### src/echo_distance_change_detector_defines.svh
// assertion macros for the echo distance change detector
// used by the modules that carry concurrent checks; needs nothing else
`ifndef ECHO_DISTANCE_CHANGE_DETECTOR_DEFINES_SVH
`define ECHO_DISTANCE_CHANGE_DETECTOR_DEFINES_SVH

// same-cycle implication, disabled during reset
`define EDC_ASSERT_IMP(lbl, clk, rst_n, ante, cons, msg) \
    lbl: assert property (@(posedge clk) disable iff (!rst_n) (ante) |-> (cons)) \
        else $error(msg);

// next-cycle implication, disabled during reset
`define EDC_ASSERT_NXT(lbl, clk, rst_n, ante, cons, msg) \
    lbl: assert property (@(posedge clk) disable iff (!rst_n) (ante) |=> (cons)) \
        else $error(msg);

`endif

### src/edc_pkg.sv
// shared types and constants for the echo distance change detector
// no dependencies
`timescale 1ns / 1ps
`default_nettype none

package edc_pkg;

    localparam int RING_DEPTH = 5;
    localparam int SLOT_W     = (RING_DEPTH > 1) ? $clog2(RING_DEPTH) : 1;

    localparam int WIDTH_W = 20;
    localparam int DIST_W  = 15;
    localparam int CFG_W   = 16;
    localparam int INDEX_W = 2;

    // width * 17 / 1000 as one multiply by a scaled reciprocal
    localparam int                 SCALE_SHIFT = 35;
    localparam int                 MUL_W       = 30;
    localparam logic [MUL_W-1:0]   SCALE_MUL   = 30'd584115563;
    localparam int                 PROD_W      = WIDTH_W + MUL_W;

    // widths above this give more than the saturation distance
    localparam logic [WIDTH_W-1:0] SAT_WIDTH   = 20'd1000058;
    localparam logic [DIST_W-1:0]  DIST_MAX    = 15'd17000;

    localparam logic [CFG_W-1:0]   MARGIN_RESET  = 16'd10;
    localparam logic [CFG_W-1:0]   HOLD_MS_RESET = 16'd1000;

    localparam logic [INDEX_W-1:0] REG_MARGIN  = 2'd0;
    localparam logic [INDEX_W-1:0] REG_HOLD_MS = 2'd1;

    localparam logic ACT_MEASURE = 1'b0;
    localparam logic ACT_TICK    = 1'b1;

    typedef struct packed {
        logic              valid;
        logic              action;
        logic [DIST_W-1:0] distance;
    } meas_t;

    typedef struct packed {
        logic [CFG_W-1:0] margin;
        logic [CFG_W-1:0] hold_ms;
    } cfg_t;

endpackage

`default_nettype wire

### src/echo_distance_change_detector.sv
// the input, scale and result registers lie between the input transfer and the result
// throughput: one item per cycle while out_stall is low; the 20 x 30 bit scaling multiply sets the stage length
// reset clears the distance ring, write slot, hold counter and ready flag, sets stable,
// and loads margin 10 and hold 1000 ms; it takes effect at once, no clearing pass
// depends on edc_pkg, edc_scale and edc_ring
`timescale 1ns / 1ps
`default_nettype none

module echo_distance_change_detector
    import edc_pkg::*;
(
    input  wire logic               clk,
    input  wire logic               rst_n,
    input  wire logic               in_valid,
    output logic                    in_stall,
    input  wire logic               action,
    input  wire logic [WIDTH_W-1:0] echo_width_us,
    output logic                    out_valid,
    input  wire logic               out_stall,
    output logic [DIST_W-1:0]       distance_cm,
    output logic                    stable,
    output logic                    ready_res,
    output logic                    detect_event,
    input  wire logic               cfg_valid,
    output logic                    cfg_ready,
    input  wire logic [INDEX_W-1:0] cfg_index,
    input  wire logic [CFG_W-1:0]   cfg_data
);

    cfg_t  cfg_reg;
    meas_t meas;
    logic  meas_stall;

    assign cfg_ready = 1'b1;

    // register writes; unknown indexes are dropped
    always_ff @(posedge clk or negedge rst_n)
    begin
        if (!rst_n)
        begin
            cfg_reg.margin  <= MARGIN_RESET;
            cfg_reg.hold_ms <= HOLD_MS_RESET;
        end
        else if (cfg_valid && cfg_ready)
        begin
            case (cfg_index)
                REG_MARGIN:  cfg_reg.margin  <= cfg_data;
                REG_HOLD_MS: cfg_reg.hold_ms <= cfg_data;
                default:     cfg_reg         <= cfg_reg;
            endcase
        end
    end

    edc_scale u_scale (
        .clk           (clk),
        .rst_n         (rst_n),
        .in_valid      (in_valid),
        .in_stall      (in_stall),
        .action        (action),
        .echo_width_us (echo_width_us),
        .meas          (meas),
        .meas_stall    (meas_stall)
    );

    edc_ring u_ring (
        .clk          (clk),
        .rst_n        (rst_n),
        .meas         (meas),
        .meas_stall   (meas_stall),
        .cfg          (cfg_reg),
        .out_valid    (out_valid),
        .out_stall    (out_stall),
        .distance_cm  (distance_cm),
        .stable       (stable),
        .ready_res    (ready_res),
        .detect_event (detect_event)
    );

endmodule

`default_nettype wire

### src/edc_scale.sv
// input register and microsecond to centimetre scaling stage
// depends on edc_pkg
`timescale 1ns / 1ps
`default_nettype none

module edc_scale
    import edc_pkg::*;
(
    input  wire logic               clk,
    input  wire logic               rst_n,
    input  wire logic               in_valid,
    output logic                    in_stall,
    input  wire logic               action,
    input  wire logic [WIDTH_W-1:0] echo_width_us,
    output meas_t                   meas,
    input  wire logic               meas_stall
);

    logic               in_valid_reg;
    logic               action_reg;
    logic [WIDTH_W-1:0] width_reg;
    logic               meas_valid_reg;
    logic               meas_action_reg;
    logic [DIST_W-1:0]  meas_dist_reg;
    logic [DIST_W-1:0]  dist_next;
    logic [PROD_W-1:0]  product;
    logic               in_ready;
    logic               meas_ready;

    assign meas_ready = !meas_valid_reg || !meas_stall;
    assign in_ready   = !in_valid_reg || meas_ready;
    assign in_stall   = !in_ready;

    assign product = PROD_W'(width_reg) * PROD_W'(SCALE_MUL);

    always_comb
    begin
        if (width_reg > SAT_WIDTH)
        begin
            dist_next = DIST_MAX;
        end
        else
        begin
            dist_next = product[SCALE_SHIFT + DIST_W - 1 : SCALE_SHIFT];
        end
    end

    always_ff @(posedge clk or negedge rst_n)
    begin
        if (!rst_n)
        begin
            in_valid_reg   <= 1'b0;
            meas_valid_reg <= 1'b0;
        end
        else
        begin
            if (in_ready)
            begin
                in_valid_reg <= in_valid;
            end
            if (meas_ready)
            begin
                meas_valid_reg <= in_valid_reg;
            end
        end
    end

    always_ff @(posedge clk)
    begin
        if (in_ready && in_valid)
        begin
            action_reg <= action;
            width_reg  <= echo_width_us;
        end
        if (meas_ready && in_valid_reg)
        begin
            meas_action_reg <= action_reg;
            meas_dist_reg   <= dist_next;
        end
    end

    assign meas.valid    = meas_valid_reg;
    assign meas.action   = meas_action_reg;
    assign meas.distance = meas_dist_reg;

endmodule

`default_nettype wire

### src/edc_ring.sv
// distance ring, stability check, ready flag hold and result register
// depends on edc_pkg and the assertion macro header
`timescale 1ns / 1ps
`default_nettype none
`include "echo_distance_change_detector_defines.svh"

module edc_ring
    import edc_pkg::*;
(
    input  wire logic              clk,
    input  wire logic              rst_n,
    input  wire meas_t             meas,
    output logic                   meas_stall,
    input  wire cfg_t              cfg,
    output logic                   out_valid,
    input  wire logic              out_stall,
    output logic [DIST_W-1:0]      distance_cm,
    output logic                   stable,
    output logic                   ready_res,
    output logic                   detect_event
);

    logic [DIST_W-1:0] ring_reg [RING_DEPTH];
    logic [DIST_W-1:0] ring_next [RING_DEPTH];
    logic [SLOT_W-1:0] slot_reg;
    logic [SLOT_W-1:0] slot_next;
    logic              stable_reg;
    logic              stable_next;
    logic              ready_reg;
    logic              ready_next;
    logic [CFG_W-1:0]  hold_reg;
    logic [CFG_W-1:0]  hold_next;
    logic [DIST_W-1:0] last_reg;
    logic [DIST_W-1:0] last_next;
    logic              detect_next;
    logic              agree;
    logic              out_valid_reg;
    logic              out_detect_reg;
    logic              out_ready;
    logic              advance;

    assign out_ready  = !out_valid_reg || !out_stall;
    assign meas_stall = !out_ready;
    assign advance    = meas.valid && out_ready;

    always_comb
    begin
        for (int i = 0; i < RING_DEPTH; i++)
        begin
            if (slot_reg == SLOT_W'(i))
            begin
                ring_next[i] = meas.distance;
            end
            else
            begin
                ring_next[i] = ring_reg[i];
            end
        end
    end

    // every slot from one up strictly inside slot zero plus or minus margin
    always_comb
    begin
        agree = 1'b1;
        for (int i = 1; i < RING_DEPTH; i++)
        begin
            if (!((17'(ring_next[i]) + 17'(cfg.margin) > 17'(ring_next[0])) &&
                  (17'(ring_next[i]) < 17'(ring_next[0]) + 17'(cfg.margin))))
            begin
                agree = 1'b0;
            end
        end
    end

    always_comb
    begin
        slot_next   = slot_reg;
        stable_next = stable_reg;
        ready_next  = ready_reg;
        hold_next   = hold_reg;
        last_next   = last_reg;
        detect_next = 1'b0;
        case (meas.action)
            ACT_MEASURE:
            begin
                last_next = meas.distance;
                if (slot_reg == SLOT_W'(RING_DEPTH - 1))
                begin
                    slot_next = '0;
                end
                else
                begin
                    slot_next = slot_reg + 1'b1;
                end
                if (agree)
                begin
                    stable_next = 1'b1;
                end
                else if (stable_reg)
                begin
                    stable_next = 1'b0;
                    detect_next = 1'b1;
                    ready_next  = 1'b1;
                    hold_next   = '0;
                end
            end
            ACT_TICK:
            begin
                if (ready_reg)
                begin
                    if (hold_reg >= cfg.hold_ms)
                    begin
                        ready_next = 1'b0;
                        hold_next  = '0;
                    end
                    else
                    begin
                        hold_next = hold_reg + 1'b1;
                    end
                end
            end
            default:
            begin
                detect_next = 1'b0;
            end
        endcase
    end

    always_ff @(posedge clk or negedge rst_n)
    begin
        if (!rst_n)
        begin
            for (int i = 0; i < RING_DEPTH; i++)
            begin
                ring_reg[i] <= '0;
            end
            slot_reg       <= '0;
            stable_reg     <= 1'b1;
            ready_reg      <= 1'b0;
            hold_reg       <= '0;
            last_reg       <= '0;
            out_valid_reg  <= 1'b0;
            out_detect_reg <= 1'b0;
        end
        else
        begin
            if (out_ready)
            begin
                out_valid_reg <= meas.valid;
            end
            if (advance)
            begin
                if (meas.action == ACT_MEASURE)
                begin
                    for (int i = 0; i < RING_DEPTH; i++)
                    begin
                        ring_reg[i] <= ring_next[i];
                    end
                end
                slot_reg       <= slot_next;
                stable_reg     <= stable_next;
                ready_reg      <= ready_next;
                hold_reg       <= hold_next;
                last_reg       <= last_next;
                out_detect_reg <= detect_next;
            end
        end
    end

    assign out_valid    = out_valid_reg;
    assign distance_cm  = last_reg;
    assign stable       = stable_reg;
    assign ready_res    = ready_reg;
    assign detect_event = out_detect_reg;

    `EDC_ASSERT_IMP(a_detect_flags, clk, rst_n, out_valid_reg && out_detect_reg,
        ready_reg && !stable_reg, "detect without ready set and stable cleared")
    `EDC_ASSERT_IMP(a_slot_range, clk, rst_n, 1'b1,
        slot_reg <= SLOT_W'(RING_DEPTH - 1), "write slot out of ring")
    `EDC_ASSERT_IMP(a_hold_idle, clk, rst_n, !ready_reg,
        hold_reg == '0, "hold counter running while ready is clear")
    `EDC_ASSERT_NXT(a_state_hold, clk, rst_n, !advance,
        $stable(slot_reg) && $stable(ready_reg) && $stable(hold_reg),
        "state changed without a transfer")

endmodule

`default_nettype wire

### config.mk
export PLATFORM = sky130hd
export DESIGN_NAME = echo_distance_change_detector
export DESIGN_NICKNAME = d
export VERILOG_FILES = /design/src/edc_pkg.sv /design/src/echo_distance_change_detector.sv /design/src/edc_scale.sv /design/src/edc_ring.sv
export VERILOG_INCLUDE_DIRS = /design/src /design/src/src
export SDC_FILE = /design/constraint.sdc
export NUM_CORES = 1
export LEC_CHECK = 0
export ABC_AREA = 1
export CAP_MARGIN = 0
export CELL_PAD_IN_SITES_DETAIL_PLACEMENT = 1
export CELL_PAD_IN_SITES_GLOBAL_PLACEMENT = 2
export CORE_MARGIN = 2
export CORE_UTILIZATION = 40
export DETAILED_ROUTE_END_ITERATION = 7
export DONT_BUFFER_PORTS = 1
export PLACE_DENSITY = 0.93
export SYNTH_ARGS = -nofsm -noshare
export SYNTH_HDL_FRONTEND = slang
export SYNTH_SLANG_ARGS = --single-unit
### constraint.sdc
create_clock -name clk -period 6.83 [get_ports clk]
set_clock_uncertainty 0.2 [all_clocks]
set_input_delay 1.0245 -clock clk [delete_from_list [all_inputs] [get_ports clk]]
set_output_delay 1.0245 -clock clk [all_outputs]
set_load 0.05 [all_outputs]
### Word-level counts from Yosys, hierarchy flattened

Cells that the tools add are included.

| storage, ports and cells | value |
|---|---|
| register bits | 184 |
| memory bits (read-only) | 0 |
| word-level logic and storage cells | 93 |
| output and inout port bits | 21 |
| memories | 0 |
| bits of input ports | 44 |
| bits in writable memories | 0 |
| bits in latches | 0 |

| cells by class | value |
|---|---|
| eq/ne operators | 8 |
| $add $sub $neg | 7 |
| $lt $le $gt $ge | 10 |
| divide/modulo/power cells | 0 |
| shifts and indexed selects | 0 |
| reduce and logical (&&, ||, !) cells | 22 |
| $mul | 1 |
| bitwise logic cells | 1 |
| muxes and demuxes | 24 |

Operators by type and width:

| cell | number |
|---|---|
| 15-bit by 16-bit adder with 17-bit output | 5 |
| 15-bit two-way mux | 5 |
| 17-bit by 15-bit greater-than comparator with 1-bit output | 4 |
| 15-bit by 17-bit less-than comparator with 1-bit output | 4 |
| 16-bit two-way mux | 4 |
| 20-bit by 30-bit multiplier with 50-bit output (second input constant) | 1 |
| 16-bit case mux with 2 select lines | 1 |
| 20-bit greater-than comparator (second input constant) | 1 |
| 16-bit by 1-bit adder with 16-bit output (second input constant) | 1 |
| 16-bit >= comparator | 1 |
| 1-bit two-way mux | 12 |
| 1-bit logical AND | 7 |
| 3-bit by 2-bit equality test with 1-bit output (second input constant) | 2 |
| 2-bit AND reduction | 3 |
| 1-bit zero test | 5 |
| 2-bit by 1-bit inequality test with 1-bit output (second input constant) | 2 |
| 4-bit AND reduction | 1 |
| 3-bit by 1-bit adder with 3-bit output (second input constant) | 1 |
| 3-bit by 1-bit equality test with 1-bit output (second input constant) | 1 |
| 3-bit equality test (second input constant) | 1 |
| 3-bit zero test | 1 |
| 1-bit logical OR | 3 |
| 3-bit two-way mux | 1 |
| 3-bit AND reduction | 1 |
| 5 further kinds | 5 |

### Logic depth before layout (Yosys ltp)

| depth | value |
|---|---|
| depth in word-level cells | 11 |
| mapped depth | 32 |
| mapped depth without buffers | 31 |

### Hierarchy

From an unflattened synthesis, not the netlist that was laid out.

| unflattened totals | value |
|---|---|
| cell total of the unflattened synthesis | 3,491 |
| area, all modules | 26,228.9 sq um |

Modules (own cells, without submodules):

| module | instances | cells an instance | area each (sq um) | seq. area each (sq um) |
|---|---|---|---|---|
| edc_scale | 1 | 1,596 | 12,710.9 | 1,161.1 |
| edc_ring | 1 | 1,751 | 12,147.9 | 2,829.0 |
| echo_distance_change_detector | 1 | 144 | 1,370.1 | 810.8 |

### Worst setup path after synthesis

No wires, ideal clock.

| path | value |
|---|---|
| path kind | register to register |
| from | register u_scale.width_reg[18] |
| to | register u_scale.meas_dist_reg[10] (data pin) |
| path slack | 0.729 ns |
| data arrival time | 5.755 ns |
| library setup time | 0.146 ns |
| data required time | 6.484 ns |
| stages on the path, launching flop included | 25 |
| period minus slack after synthesis | 6.101 ns |
| path buffers | 0 |
| path through | edfxtp_1 ha_1 inv_1 fa_1 fa_1 inv_1 fa_1 inv_1 fa_1 inv_1 fa_1 inv_1 fa_1 inv_1 ha_1 nand2_1 nor2_1 inv_1 nor4_1 nand4_1 nand3_1 nand2_1 o211ai_1 o21ai_0 a21oi_1 |

| between the ends | value |
|---|---|
| word-level cells in the longest chain between the ends | 1 |
| elaborated cells between the ends (all ways) | 2 |
| those cells by class | 1 x mul; 1 x order compare |

Ends and longest elaborated chain:

| item | line | source |
|---|---|---|
| start, declared | edc_scale.sv:21 | `logic [WIDTH_W-1:0] width_reg;` |
| start signal, assigned | edc_scale.sv:73 | `width_reg <= echo_width_us;` |
| 20-bit by 30-bit multiplier with 50-bit output or 20-bit greater-than comparator (tied branches) | edc_scale.sv:34, edc_scale.sv:38 |  |
| end signal, assigned | edc_scale.sv:78 | `meas_dist_reg <= dist_next;` |
| end, declared | edc_scale.sv:24 | `logic [DIST_W-1:0] meas_dist_reg;` |

Parallel ways exist; a longest one is shown, timed or not.
A chain may end at the register's enable or synchronous reset.

### Worst setup path after layout

| path | value |
|---|---|
| from | register u_scale.width_reg[12] |
| to | register u_scale.meas_dist_reg[8] (data pin) |

Same word-level chain as after synthesis.

==> results list <==
- R2R cell count: 23
- The net count of the finished layout is 3,862.
* Clock insertion delay at the later pin of the skew report: 500 ps
- For the worst setup path, the data arrival time is 6690 ps.
- Relative to the synthesized area, the layout overhead comes to 7.73%.
- Starting DRC count in detailed routing: 965
* Fraction of final layout cells with drive strength greater than 1: 0.0435
- After layout, the minimum clock period comes to 6540 ps.
* Path type of the worst setup path: register to register
* Number of register bits inferred by synthesis: 184
* Slew of the pin with the lowest slew margin: 1110 ps
* Share of the synthesized area in the top cell type: 0.231
- The worst pin sits at a relative slew slack of 0.261.
- At the worst endpoint, the required time is 6980 ps.
- Biggest cell delay along the critical path: 590 ps
- Main area contributors after synthesis: sky130_fd_sc_hd__ha_1 23%, sky130_fd_sc_hd__fa_1 16%, sky130_fd_sc_hd__dfrtp_1 14%
- Die Wd: 254 um
- Drt wl/cell: 20.8 um
- TritonCTS built the clock tree.
- Fill cells in the final layout number 7,567.
- I/O pin count: 65
- In the routed layout, each cell is associated on average with a via count of 5.30.
- Total wire length after detailed routing: 83,200 um
- Critical Path Fanout Max: 7
- Routing layer with the top usage in global route: met2
- Across every metal layer, demand over resource in global routing totals 0.267.
* Final number of max-transition violations: 0
- Number of input and output port buffers inserted: 0
- Largest net degree at the start of global routing: 81
- In this run, synthesis inferred 37 flip-flops with an integrated enable.
- Area leader, netlist: sky130_fd_sc_hd__ha_1
- DR DRC count: 0
- Overflow left after global routing: 0
* Met2 demand-to-capacity share in global routing: 0.485
- The number of placed instances, taps included, is 3,966.
- Portion of the clock cycle consumed by the worst path in the final layout: 0.958
- For this run, the leading register cell type out of synthesis is sky130_fd_sc_hd__dfrtp_1.
- Remaining number of nets flagged by the antenna check after routing: 0
- Detailed Place HPWL: 70,900 um
- Cell type of the slowest stage on the worst timing path: sky130_fd_sc_hd__edfxtp_1
- Total of endpoints with negative setup slack in the final report: 0
- Hold Path Class: input pin to asynchronous set/reset pin
- N_diodes: 0
- For met3 alone, demand over resource in global routing was 0.0378.
- Max FFs per register: 75
- Total nets after synthesis: 3,838
- Post-Syn Instances: 3,132
- Count of clock tree sinks: 184
- The flow ran to the end, and the final reports show no timing, DRC or antenna violations.
* Type of element capturing the critical path: register
- Synthesis instantiated 60 different standard cells from the library.
- For this configuration, the core starts out at a cell density of 0.404.
- Detailed Routing Iterations Pass 1: 5
* Max Clk Rate: 153 MHz
- Dividing the synthesized area by the synthesized cell count gives 7.96 sq um.
* Clock-pin slew reported for the worst setup and hold paths after clock tree synthesis: 90 ps
* Startpoint class of the critical path: register
- Met1 track demand over resource in global routing: 0.327
- Via count of the first global-routing pass: 23.3k
- The number of failing hold endpoints at the final stage is 0.
- Floorplan die area: 0.0643 sq mm
- Initial antenna violation count: 0
* Fraction of registers with async set/reset: 0.799
- Max-cap violations in this run came to 0.
- In this run the clock root is driven by a sky130_fd_sc_hd__clkbuf_16.
- The initialized floorplan defines 91 standard-cell rows.
- The Yosys step of the flow raised 0 warnings.
* Seq/Total Area, Yosys: 0.193
- Clock tree buffer depth: 2
- Walking the worst path, the cells encountered are inv_1 > ha_1 > fa_1 > inv_1 > fa_1 > inv_1 > fa_1 > inv_1 > fa_1 > inv_1 > fa_1 > ha_1 > ha_1 > nand2_1 > nor2_1 > nand2_1 > nor4_1 > nand3_1 > nand3_1 > nand2_1 > o211ai_1 > o21ai_0 > a21oi_1.
* Weighted congestion at the end of routability-driven global placement: 0.958
- The core region is 0.0617 sq mm.
- TritonCTS created 17 clock buffers.
- Synth Cell Area: 0.0249 sq mm
- The final route contains 21.2k vias.
- The die is 254 um tall.
- After the flow finishes, the layout carries non-filler instances totaling 4,006.
* First-pass GRT wire length: 131,000 um
- The H-tree generated during clock tree synthesis spans 4 levels.
[synth_stat cells (8+ instances only)]
library cell and number:
sky130_fd_sc_hd__fa_1 202, sky130_fd_sc_hd__nor2_1 176, sky130_fd_sc_hd__edfxtp_1 37, sky130_fd_sc_hd__clkbuf_1 44
sky130_fd_sc_hd__a21o_1 33, sky130_fd_sc_hd__o21a_1 8, sky130_fd_sc_hd__nand2_1 708, sky130_fd_sc_hd__nand4_1 39
sky130_fd_sc_hd__ha_1 460, sky130_fd_sc_hd__dfstp_2 9, sky130_fd_sc_hd__xor2_1 48, sky130_fd_sc_hd__o21ai_0 213
sky130_fd_sc_hd__inv_1 587, sky130_fd_sc_hd__xnor2_1 28, sky130_fd_sc_hd__a31oi_1 25, sky130_fd_sc_hd__a21oi_1 163
sky130_fd_sc_hd__dfrtp_1 138, sky130_fd_sc_hd__nand3_1 78, sky130_fd_sc_hd__o21bai_1 12, sky130_fd_sc_hd__nor3_1 26
[repair_timing]
item,CTS,global route
setup endpoints to repair,0,8
buffers inserted,0,5
hold endpoints to repair,70,0
hold buffers,3,0
gates resized for setup,0,9
[worst max-delay path: cells and delay by family, from the launching register on]
kind / cells / cell delay (ps)
simple gates: 7 / 1150
buf+inv: 5 / 350
fa+ha+maj: 8 / 3750
compound gates: 3 / 360
flops: 1 / 590
[placed cells by master (no fill, tap or decap), drive strengths merged, types with 48 or more instances in the layout]
master	Yosys	layout
nor2	179	179
fa	202	202
xor2	48	48
nand3	81	81
a21oi	167	167
nand2	713	713
o21ai	220	220
ha	460	460
dfrtp	138	138
buf	5	52
inv	592	598
[layer usage]
layer	vias up	share of wire
met5	-	0
met1	10699	0.43
met2	306	0.51
met3	104	0.031
met4	0	0.026
li1	10136	-
[cells by family (layout without fill, tap and decap cells)]
logic type / Yosys count / in the layout / share of synthesized area
buffers and inverters: 641 / 678 / 0.0973
AND/OR/NAND/NOR: 1068 / 1068 / 0.177
other: 1 / 1 / 0.000150
flip-flops: 184 / 184 / 0.193
XOR/XNOR: 76 / 76 / 0.0267
adder cells (fa/ha/maj): 662 / 662 / 0.393
AO/OA/AOI/OAI: 500 / 500 / 0.113
[cell type report]
| type | count | area (sq um) | area share |
|---|---|---|---|
| Tap cell | 837 | 1050 | 0.0390 |
| Inverter | 592 | 2230 | 0.0829 |
| Sequential cell | 184 | 4800 | 0.179 |
| Clock buffer | 17 | 425 | 0.0158 |
| Timing Repair Buffer | 54 | 430 | 0.0160 |
| Multi-Input combinational cell | 2307 | 17700 | 0.661 |
| Clock inverter | 15 | 181 | 0.00676 |
[path summary, 6_finish.rpt]
check	slack, ps	to	startpoint
worst min register to register	270	u_scale.meas_action_reg	u_scale.action_reg
worst min-delay path	40	u_ring.ring_reg[19]	rst_n
worst max register to register	290	u_scale.meas_dist_reg[8]	u_scale.width_reg[12]
min in group clk	270	u_scale.meas_action_reg	u_scale.action_reg
worst max-delay path	290	u_scale.meas_dist_reg[8]	u_scale.width_reg[12]
max in group asynchronous	5530	u_ring.ring_reg[35]	rst_n
[stage by stage]
step	utilization	setup slack (ps)	TNS [ps]	area, sq um	hold slack, ps
after floorplan	-	729	0	24900	200
after CTS	0.434	184	0	26800	0.0111
after global placement	0.423	341	0	26100	245
final	0.435	290	0	26900	36.3
after global routing	0.435	-2.80	-2.80	26900	4.79
after detailed placement	0.423	250	0	26100	251
Power is left out: the tool's default activity adds up to more than one toggle a clock period on the data nets, which glitch-free logic cannot reach.
